<file path="src/cbm_pkg.sv">
// shared types and constants of the cartridge bank mapper
// used by cbm_decode and cartridge_bank_mapper; no dependencies

package cbm_pkg;

  localparam int RAM_BYTES = 8192;
  localparam int RAM_AW    = $clog2(RAM_BYTES);

  localparam int ROM_AW    = 21;
  localparam int BANK_W    = 7;
  localparam int OFFS_W    = 14;

  // bus regions, address bits 15:13
  localparam logic [2:0] RGN_RAMEN = 3'd0;
  localparam logic [2:0] RGN_LOW   = 3'd1;
  localparam logic [2:0] RGN_HIGH  = 3'd2;
  localparam logic [2:0] RGN_MODE  = 3'd3;
  localparam logic [2:0] RGN_VRAM  = 3'd4;
  localparam logic [2:0] RGN_CART  = 3'd5;
  localparam logic [2:0] RGN_WRAM  = 3'd6;
  localparam logic [2:0] RGN_ECHO  = 3'd7;

  localparam logic OP_READ  = 1'b0;
  localparam logic OP_WRITE = 1'b1;

  localparam logic [1:0] SRC_NONE = 2'd0;
  localparam logic [1:0] SRC_ROM  = 2'd1;
  localparam logic [1:0] SRC_CART = 2'd2;
  localparam logic [1:0] SRC_WRAM = 2'd3;

  localparam logic [3:0] RAMEN_KEY  = 4'hA;
  localparam logic [7:0] BYTE_IDLE  = 8'hFF;
  localparam logic [7:0] MASK_NOBNK = 8'h7F;

  // configuration register indexes
  localparam logic REG_ROM_CNT = 1'b0;
  localparam logic REG_RAM_CNT = 1'b1;

  typedef struct packed {
    logic        op;
    logic [15:0] bus_address;
    logic [7:0]  write_byte;
  } cbm_in_t;

  typedef struct packed {
    logic        hit;
    logic [1:0]  source;
    logic [20:0] rom_address;
    logic [7:0]  read_byte;
  } cbm_out_t;

  typedef struct packed {
    logic       ram_en;
    logic       mode;
    logic [4:0] low_bank;
    logic [1:0] high_bank;
  } cbm_latch_t;

  typedef struct packed {
    logic              hit;
    logic [1:0]        source;
    logic [ROM_AW-1:0] rom_address;
    logic              sel_cart;
    logic              sel_work;
  } cbm_meta_t;

  typedef struct packed {
    logic cart_we;
    logic work_we;
  } cbm_ramop_t;

endpackage

</file>
<file path="src/cbm_decode.sv">
// bus access decode: latch updates, rom bank translation, ram controls
// depends on cbm_pkg

module cbm_decode
  import cbm_pkg::*;
(
  input  cbm_in_t    item,
  input  cbm_latch_t latch,
  input  logic [7:0] rom_cnt,
  input  logic       ram_cnt,
  output cbm_latch_t latch_nxt,
  output cbm_meta_t  meta,
  output cbm_ramop_t ramop
);

  logic [2:0]        region;
  logic [7:0]        mask;
  logic [BANK_W-1:0] bank;
  logic              cart_ok;

  assign region  = item.bus_address[15:13];
  assign mask    = (rom_cnt == 8'd0) ? MASK_NOBNK : rom_cnt - 8'd1;
  assign cart_ok = latch.ram_en & ram_cnt;

  always_comb begin
    bank = '0;
    if (region == RGN_RAMEN || region == RGN_LOW) begin
      if (latch.mode && rom_cnt != 8'd0) begin
        bank = {latch.high_bank, 5'd0} & mask[BANK_W-1:0];
      end
    end else begin
      bank = {latch.high_bank, latch.low_bank[4:1],
              latch.low_bank[0] | (latch.low_bank == 5'd0)} & mask[BANK_W-1:0];
    end
  end

  always_comb begin
    latch_nxt = latch;
    ramop     = '0;
    meta      = '0;
    if (item.op == OP_WRITE) begin
      case (region)
        RGN_RAMEN: latch_nxt.ram_en = (item.write_byte[3:0] == RAMEN_KEY);
        RGN_LOW:   latch_nxt.low_bank = item.write_byte[4:0];
        RGN_HIGH:  latch_nxt.high_bank = item.write_byte[1:0];
        RGN_MODE:  latch_nxt.mode = item.write_byte[0];
        RGN_CART:  ramop.cart_we = cart_ok;
        RGN_WRAM, RGN_ECHO: ramop.work_we = 1'b1;
        default: ;
      endcase
    end else begin
      case (region)
        RGN_RAMEN, RGN_LOW, RGN_HIGH, RGN_MODE: begin
          meta.hit         = 1'b1;
          meta.source      = SRC_ROM;
          meta.rom_address = {bank, item.bus_address[OFFS_W-1:0]};
        end
        RGN_CART: begin
          meta.hit      = 1'b1;
          meta.source   = SRC_CART;
          meta.sel_cart = cart_ok;
        end
        RGN_WRAM, RGN_ECHO: begin
          meta.hit      = 1'b1;
          meta.source   = SRC_WRAM;
          meta.sel_work = 1'b1;
        end
        default: ;
      endcase
    end
  end

endmodule

</file>
<file path="config.mk">
export PLATFORM = sky130hd
export DESIGN_NAME = cbm_decode
export DESIGN_NICKNAME = d
export VERILOG_FILES = /design/src/cbm_pkg.sv /design/src/cbm_decode.sv
export SDC_FILE = /design/constraint.sdc
export NUM_CORES = 1
export LEC_CHECK = 0
export BUFFER_PORTS_ARGS = -buffer_cell sky130_fd_sc_hd__buf_2
export CORE_MARGIN = 4
export CORE_UTILIZATION = 32
export DETAILED_ROUTE_END_ITERATION = 7
export PLACE_DENSITY = 0.86
export RECOVER_POWER = 100
export SYNTH_ARGS = -nofsm -noshare
export SYNTH_HDL_FRONTEND = slang
export SYNTH_SLANG_ARGS = --single-unit
</file>
<file path="constraint.sdc">
create_clock -name vclk -period 1.9
set_clock_uncertainty 0.1 [all_clocks]
set_input_delay 0.095 -clock vclk [all_inputs]
set_output_delay 0.095 -clock vclk [all_outputs]
set_load 0.005 [all_outputs]
</file>
# After elaboration in Yosys (flattened, before gate mapping)
# Index checks and enable logic that the tools add are counted.
# word_totals
register_bits,0
input_bits,43
out_inout_bits,37
word_cells,34
# classes
n_mux,14
reduce_logical,8
eq_ne,7
n_bitwise,4
n_addsub,1
# ops
cell,n
26-bit 2-to-1 mux,1
21-bit 2-to-1 mux,1
7-bit 2-to-1 mux,3
7-bit bitwise AND,2
"3-bit equality test, second input constant",3
9-bit 2-to-1 mux,1
3-bit one-hot mux with 3 select lines,1
8-bit zero test,1
8-bit nonzero test,1
"7-bit by 1-bit subtractor with 7-bit output, second input constant",1
"3-bit by 2-bit equality test with 1-bit output, second input constant",2
5-bit zero test,1
5-bit 2-to-1 mux,1
"4-bit equality test, second input constant",1
1-bit 2-to-1 mux,4
2-bit 2-to-1 mux,2
4-bit OR reduction,1
"3-bit by 1-bit equality test with 1-bit output, second input constant",1
3-bit zero test,1
2-bit OR reduction,1
1-bit bitwise AND,1
1-bit logical AND,1
1-bit logical OR,1
1-bit bitwise OR,1

# Logic depth before layout (Yosys ltp)
# Gate-level depths: netlist (run 1).
# logic_depth
ltp_word,7
mapped_depth,5
ltp_nobuf,5

# Worst setup path after synthesis (run 1)
# No wires, ideal clock.
# synth_timing
path_kind,input-to-output
start,input rom_cnt[0]
end,output meta[21] (netlist bit)
path_slack_ns,0.463
t_required_ns,1.705
arrival_time_ns,1.242
cell_stages,5
path_cell_list,inv_1 -> ha_1 -> or4b_2 -> o221a_2 -> o311a_1
# synth_rtl
element,line,source
start: declaration,cbm_decode.sv:9,"input logic [7:0] rom_cnt,"
end: declaration,cbm_decode.sv:12,"output cbm_meta_t meta,"

==> results.md, run 1 <==
STA:
- Derived from the worst setup path, the maximum achievable clock frequency is around 560 MHz.
- Setup repair after global routing left no endpoint under its margin.
- The final period utilization is 93.6%.
- The setup TNS is 0 ns.
- At the pin with the least slew margin, the transition time is between 0.6 and 0.7 ns.
- The time the worst path needs with I/O delays and setup is approximately 1.8 ns.
- The worst pin sits at a relative slew slack of 55.7%.
- Hold is met by 0.361 ns.
- The number of pins with negative max-slew slack in the final report was 0.
- The hold violation count in the final report is 0.
- Setup violations remaining at the end of the flow were counted as 0.

Cells and area:
- Leaving out fill and tap cells, the most frequent cell in the layout is sky130_fd_sc_hd__buf_2.
- The post-layout net count is 200.
- The multi-input logic area is 502 sq um.
- Excluding fillers, the count of instances in the completed layout stands at between 150 and 200.
- The number of sequential cells is 0.
- The fraction of final layout cells with drive strength greater than 1 is a little under half.
- 0 antenna diodes ended up in the layout.
- In the layout the commonest cells are sky130_fd_sc_hd__buf_2, sky130_fd_sc_hd__clkbuf_1, sky130_fd_sc_hd__mux2_2, sky130_fd_sc_hd__and2_0, sky130_fd_sc_hd__and2_1.
- The combined flip-flop and latch cell area is 0 sq um.
- The signed area change from the synthesized netlist to the final layout is 66.3%.
- Clock buffers in the final layout number 0.
- Fill cells in the final layout number between 100 and 150.

Synthesis:
- The synthesized area divided by synthesized cell count is ~7.2 sq um.
- Synthesis produced a netlist with a net count of about 120.
- After synthesis the cells add up to approximately 550 sq um.
- Synthesis produced a netlist whose cell count is 76.
- The proportion of synthesized chip area in sequential cells is 0%.
- The number of unique standard cell types used by synthesis is 33.
- During synthesis, Yosys emitted a total of 0 warnings.

Hold path:
- The path with the worst hold slack has its endpoint at meta[8].
- The path class of the tightest hold or removal check is in2out.
- Along the worst hold path, the cell count comes to 3.
- The worst hold path begins at item[14].

Placement:
- After legalization and detailed placement, the total HPWL measured about 2.0 mm.
- The instance count after placement with tap cells included is roughly 170.
- Routability-driven placement finished with a final weighted congestion of ~0.8.
- Port buffering added 77 buffers.

GRT:
- Entering global routing, the biggest net connects 14 pins.
- For this run, the total global-route usage over all layers was measured as about 17%.
- After global routing the overflow that remains totals 0.
- The number of global-route vias before repair is ~840.
- The number of antenna violations at the first check in global routing is 0.
- The first global-routing pass estimated around 3.5 mm of wire.

Setup path:
- The sort of element at the end of the critical path is an output port.
- The critical path class is in2out.
- The category of the worst setup path launch point is an input pin.
- Along the worst path, the maximum fanout reaches 5.
- STA puts the critical path data arrival time at around 1.6 ns.
- The required time at the worst-slack endpoint is ~1.7 ns.

Clock tree:
- The number of instances resized during post-cts repair is 0.
- Buffers inserted to repair hold after CTS numbered 0.
- The total setup buffers inserted after CTS is 0.

Floorplanning:
- The number of standard-cell rows in the floorplan is 14.
- For this configuration, the core starts out at a cell density of a little over a third.
- The width of the chip is just under 50 microns.
- The core region is between 1500 and 2000 sq um.
- The floorplan step defined a die boundary enclosing 2440 sq um.
- The number of placed I/O pins is 80.
- From bottom edge to top edge, the die measures 49.4 microns.

Detailed routing:
- The remaining antenna violation count after routing is 0.
- Using the TritonRoute via totals, the vias-per-cell ratio works out to between 5 and 6.
- The final routed wire length divided by cell count is about 13 microns.
- The DRC violations left is 0.
- The aggregate routed wire length is ~2.3 mm.
- The first-iteration detailed-routing DRC count is 4.
- Before antenna repair, the detailed router went through 4 iterations.
- For this block, the via count after detailed routing is between 800 and 900.

Flow run:
- Max-cap violations in this run came to 0.

Pwr:
- For this design the static power due to leakage is roughly 0.47 nW.
- For this design the ratio of total power to cell area is ~170 nW/um^2.
- The maximum vdd ir drop is 0.0760 mV.

Run status:
- The run finished with clean final reports.
stage by stage:
| stage | total power, mW | utilization, % | instance area (sq um) | setup slack, ns |
|---|---|---|---|---|
| floorplan | 0.0700 | - | 549 | 0.463 |
| global placement | 0.159 | 61.2 | 955 | 0.195 |
| detailed placement | 0.164 | 61.2 | 955 | 0.166 |
| CTS | 0.165 | 61.2 | 955 | 0.167 |
| global route | 0.174 | 58.6 | 913 | 0.0601 |
| finish | 0.157 | 58.6 | 913 | 0.122 |
report_power, final:
group / total [mW] / switching, mW / internal (mW)
combinational: 0.157 / 0.0762 / 0.0804
sequential: 0 / 0 / 0
clock: 0 / 0 / 0
how the worst max path moves through the flow:
stage | startpoint | endpoint | slack [ns] | cells past startpoint
global route | rom_cnt[3] | meta[20] | 0.06 | 5
floorplan | rom_cnt[0] | meta[21] | 0.46 | 5
detailed placement | rom_cnt[0] | meta[21] | 0.17 | 7
CTS | rom_cnt[0] | meta[21] | 0.17 | 7
finish | rom_cnt[3] | meta[19] | 0.12 | 5
global placement | rom_cnt[0] | meta[21] | 0.19 | 7
worst max-delay path: stages:
cell,delay [ns]
sky130_fd_sc_hd__buf_2,0.13
sky130_fd_sc_hd__or4_1,0.61
sky130_fd_sc_hd__or3_1,0.47
sky130_fd_sc_hd__a21oi_1,0.15
sky130_fd_sc_hd__clkbuf_1,0.12
layer usage:
layer	share of wire, %	wire, microns	GRT usage, %	vias up
li1	-	-	-	442
met3	9.7	220	3.06	0
met1	38	870	19.9	378
met5	0	0	0	-
met2	52	1170	33.0	47
met4	0	0	0.922	0
Yosys cell counts, types with 2 or more instances:
library cell / count / area share [%]
sky130_fd_sc_hd__nor2_1: 5 / 3.4
sky130_fd_sc_hd__and2_1: 13 / 15
sky130_fd_sc_hd__nand2b_1: 3 / 3.4
sky130_fd_sc_hd__a21oi_1: 5 / 4.6
sky130_fd_sc_hd__nor3_1: 4 / 3.6
sky130_fd_sc_hd__inv_1: 5 / 3.4
sky130_fd_sc_hd__mux2_2: 9 / 18
sky130_fd_sc_hd__nand3_1: 3 / 2.7
sky130_fd_sc_hd__ha_1: 2 / 4.6
sky130_fd_sc_hd__or3_1: 2 / 2.3
sky130_fd_sc_hd__xnor2_1: 2 / 3.2
sky130_fd_sc_hd__nor4_1: 2 / 2.3
cell type report:
cell class | count | share of cell area, %
multi-input cells | 69 | 54.9
repair buffers | 79 | 40.8
well taps | 16 | 2.19
inverters | 5 | 2.05
cell families after synthesis:
family / count (synthesis) / share of synthesized area [%]
adder cells (fa/ha/maj): 2 / 4.56
XOR/XNOR: 3 / 4.78
AO/OA/AOI/OAI: 14 / 18.9
multiplexers: 9 / 18.5
buffers and inverters: 7 / 6.15
AND/OR/NAND/NOR: 41 / 47.2
(Power assumes the default switching activity.)
==> inputs of run 2 (changes only) <==
--- a/config.mk
+++ b/config.mk
@@ -8,3 +8,3 @@
 export BUFFER_PORTS_ARGS = -buffer_cell sky130_fd_sc_hd__buf_2
-export CORE_MARGIN = 4
+export CORE_MARGIN = 2
 export CORE_UTILIZATION = 32
==> constraint.sdc (replaced) <==
create_clock -name vclk -period 1.9
set_clock_uncertainty 0.1 [all_clocks]
set_input_delay 0 -clock vclk [all_inputs]
set_output_delay 0 -clock vclk [all_outputs]
set_load 0.005 [all_outputs]
==> run 2 against run 1 <==
Net effect:
- worst setup slack better by 0.19 ns
- flip-flop and latch count did not move
- maximum frequency is 12% higher
- power is 0.44% lower
- cell count shrank 0.59%
- core utilization decreased by 0.080 points
- critical path depth unchanged
- via count increased by 0.81%
- largest cell class unchanged
==> results.md, run 2 (synthesized netlist as in run 1, its figures left out) <==
Run status:
- The run finished with clean final reports.

Detailed routing:
- The final routed wire length divided by cell count is 12.3 microns (-8.0%).
- The DRC violations left is 0 (unchanged).
- The number of iterations in the first detailed-routing pass is 4 (unchanged).
- The first-iteration detailed-routing DRC count was 9 (+5).
- The remaining antenna violation count after routing is 0 (unchanged).
- The number of vias after detailed routing came to 874 (+0.81%).
- The aggregate routed wire length came to 2.07 mm (-8.5%).
- The vias per cell is 5.20 (+1.4%).

Setup path:
- The worst setup path is launched from an input pin.
- The category of cells accounting for the largest share of critical-path delay is simple AND/OR/NAND/NOR gates.
- Traced cell by cell, the critical path runs through buf_2 -> or4_1 -> or3_1 -> a21oi_1 -> buf_2.
- The maximum fanout along the worst path is 5 (unchanged).
- The worst setup path is captured at an output port.
- The critical path is of the in2out type.
- The buffering stage count on the worst path with inverters included came to 2 (unchanged).
- By instance count, the cell type seen most on the critical path is sky130_fd_sc_hd__buf_2.
- The required time at the worst-slack endpoint was 1.80 ns (+0.10 ns).
- The highest cell delay on the worst timing path is 0.61 ns (about the same).
- In this run the worst setup path begins at rom_cnt[3].
- The critical path data arrival time is 1.49 ns (-0.09 ns).
- The slowest library cell on the worst path is sky130_fd_sc_hd__or4_1.

STA:
- The final period utilization is 83.4% (-10 points).
- Setup repair after global routing left no endpoint under its margin.
- The number of pins with negative max-slew slack in the final report is 0 (unchanged).
- The transition time at the pin with the least slew margin is 0.651 ns (-0.00841 ns).
- The setup-violating endpoint count in the final report was 0 (unchanged).
- The maximum achievable frequency is 631 MHz (+12%).
- The headroom to the max-slew limit is 56.3% (+0.56 points).
- The time the worst path needs with I/O delays and setup was 1.59 ns (-0.193 ns).
- The setup TNS is 0 ns (unchanged).
- The hold violation count in the final report is 0 (unchanged).

Cells and area:
- The number of sequential cells was 0 (unchanged).
- The combined flip-flop and latch cell area was 0 sq um (unchanged).
- The number of antenna cells inserted is 0 (unchanged).
- The fraction of final layout cells with drive strength greater than 1 is 50.0% (+3.6 points).
- The post-layout net count was 199 (-0.50%).
- The number of filler cells placed in the layout is 155 (+6.2%).
- The number of non-filler instances in the completed layout was 168 (-0.59%).
- The multi-input logic area came to 502 sq um (unchanged).
- The signed area change from the synthesized netlist to the final layout is 66.1%.
- The library cells used most frequently in the layout, excluding fill and tap cells, are sky130_fd_sc_hd__buf_2, sky130_fd_sc_hd__clkbuf_1, sky130_fd_sc_hd__mux2_2, sky130_fd_sc_hd__and2_0, sky130_fd_sc_hd__and2_1.
- The clock buffer count in the final layout came to 0 (unchanged).
- The most common library cell in the layout ignoring fill and taps is sky130_fd_sc_hd__buf_2.

Hold path:
- The worst hold path terminates at meta[4].
- The type of the tightest min-delay check is in2out.
- The number of cells traversed by the worst hold path is 3 (unchanged).
- The worst hold path begins at item[10].

Floorplanning:
- The number of placed I/O pins is 80 (unchanged).
- The width of the chip is 45.4 microns (-8.1%).
- The starting density of the core was 35.2% (unchanged).
- The y dimension of the die was 45.4 microns (-8.1%).
- The area inside the core boundary is 1560 sq um (unchanged).
- The die area was 2060 sq um (-16%).
- The number of standard-cell rows in the floorplan came to 14 (unchanged).

GRT:
- The all-layer global routing usage is 19.1% (+2.1 points).
- The maximum number of pins on one net before global-route repair is 14 (unchanged).
- The number of global-route vias before repair was 811 (-3.9%).
- The number of antenna violations at the first check in global routing is 0 (unchanged).
- The global-route wire length before repair was 3.11 mm (-11%).
- The global-route congestion overflow total is 0 (unchanged).

Clock tree:
- The number of instances resized during post-cts repair came to 0 (unchanged).
- The total setup buffers inserted after CTS was 0 (unchanged).
- The number of hold buffers added after CTS was 0 (unchanged).

Flow run:
- The max-cap check violation count was 0 (unchanged).

Pwr:
- The total net switching power was 0.0749 mW (-1.7%).
- The leakage power is 0.480 nW (+2.3%).
- The clock power share is 0% (unchanged).
- The maximum vdd ir drop is 0.0860 mV (+13%).
- The portion of total power attributed to combinational logic is 100.0% (about the same).
- The total design power came to 0.156 mW (-0.44%).
- The internal power component is 0.0810 mW (+0.74%).
- The cell area power density is 171 nW/um^2 (-0.30%).
- The portion of total power attributed to sequential cells came to 0% (unchanged).
- The fraction of power spent switching nets is 48.0% (-0.61 points).

Placement:
- The number of I/O port buffers is 77 (unchanged).
- The half-perimeter wire length after placement is 1.84 mm (-9.3%).
- The placer congestion estimate is 0.727 (-12%).
- The instance count after placement with tap cells included is 168 (-0.59%).
-- run 2: layer usage --
metal / global-route usage, % / wire length (microns) / part of all wire (%)
met3: 1.59 / 176 / 8.5
met5: 0 / 0 / 0
met4: 1.76 / 0 / 0
met2: 37.5 / 1090 / 53
met1: 22.6 / 801 / 39
-- run 2: metrics by stage --
| step | hold slack (ns) | setup slack (ns) | util [%] | instance area, sq um |
|---|---|---|---|---|
| 6_report | 0.168 | 0.315 | 58.5 | 912 |
| 5_1_grt | 0.179 | 0.210 | 58.5 | 912 |
| 3_3_place_gp | 0.164 | 0.387 | 60.8 | 947 |
| 4_1_cts | 0.171 | 0.365 | 60.8 | 947 |
| 2_1_floorplan | -0.0724 | 0.653 | - | 549 |
| 3_5_place_dp | 0.171 | 0.368 | 60.8 | 947 |
-- run 2: worst max-delay path by stage --
stage	end	cells after the start
5_1_grt	meta[18]	5
3_5_place_dp	meta[21]	7
2_1_floorplan	meta[21]	5
6_report	meta[19]	5
3_3_place_gp	meta[21]	7
4_1_cts	meta[21]	7
-- run 2: cell type report --
class | count | area share, %
multi-input cells | 69 | 55.0
inverters | 5 | 2.06
well taps | 16 | 2.19
repair buffers | 78 | 40.7
-- run 2: power by group through the flow --
stage	clock, mW	sequential (mW)	combinational (mW)
finish	0	0	0.156
global route	0	0	0.172
CTS	0	0	0.162
detailed placement	0	0	0.161
global placement	0	0	0.156
floorplan	0	0	0.0700
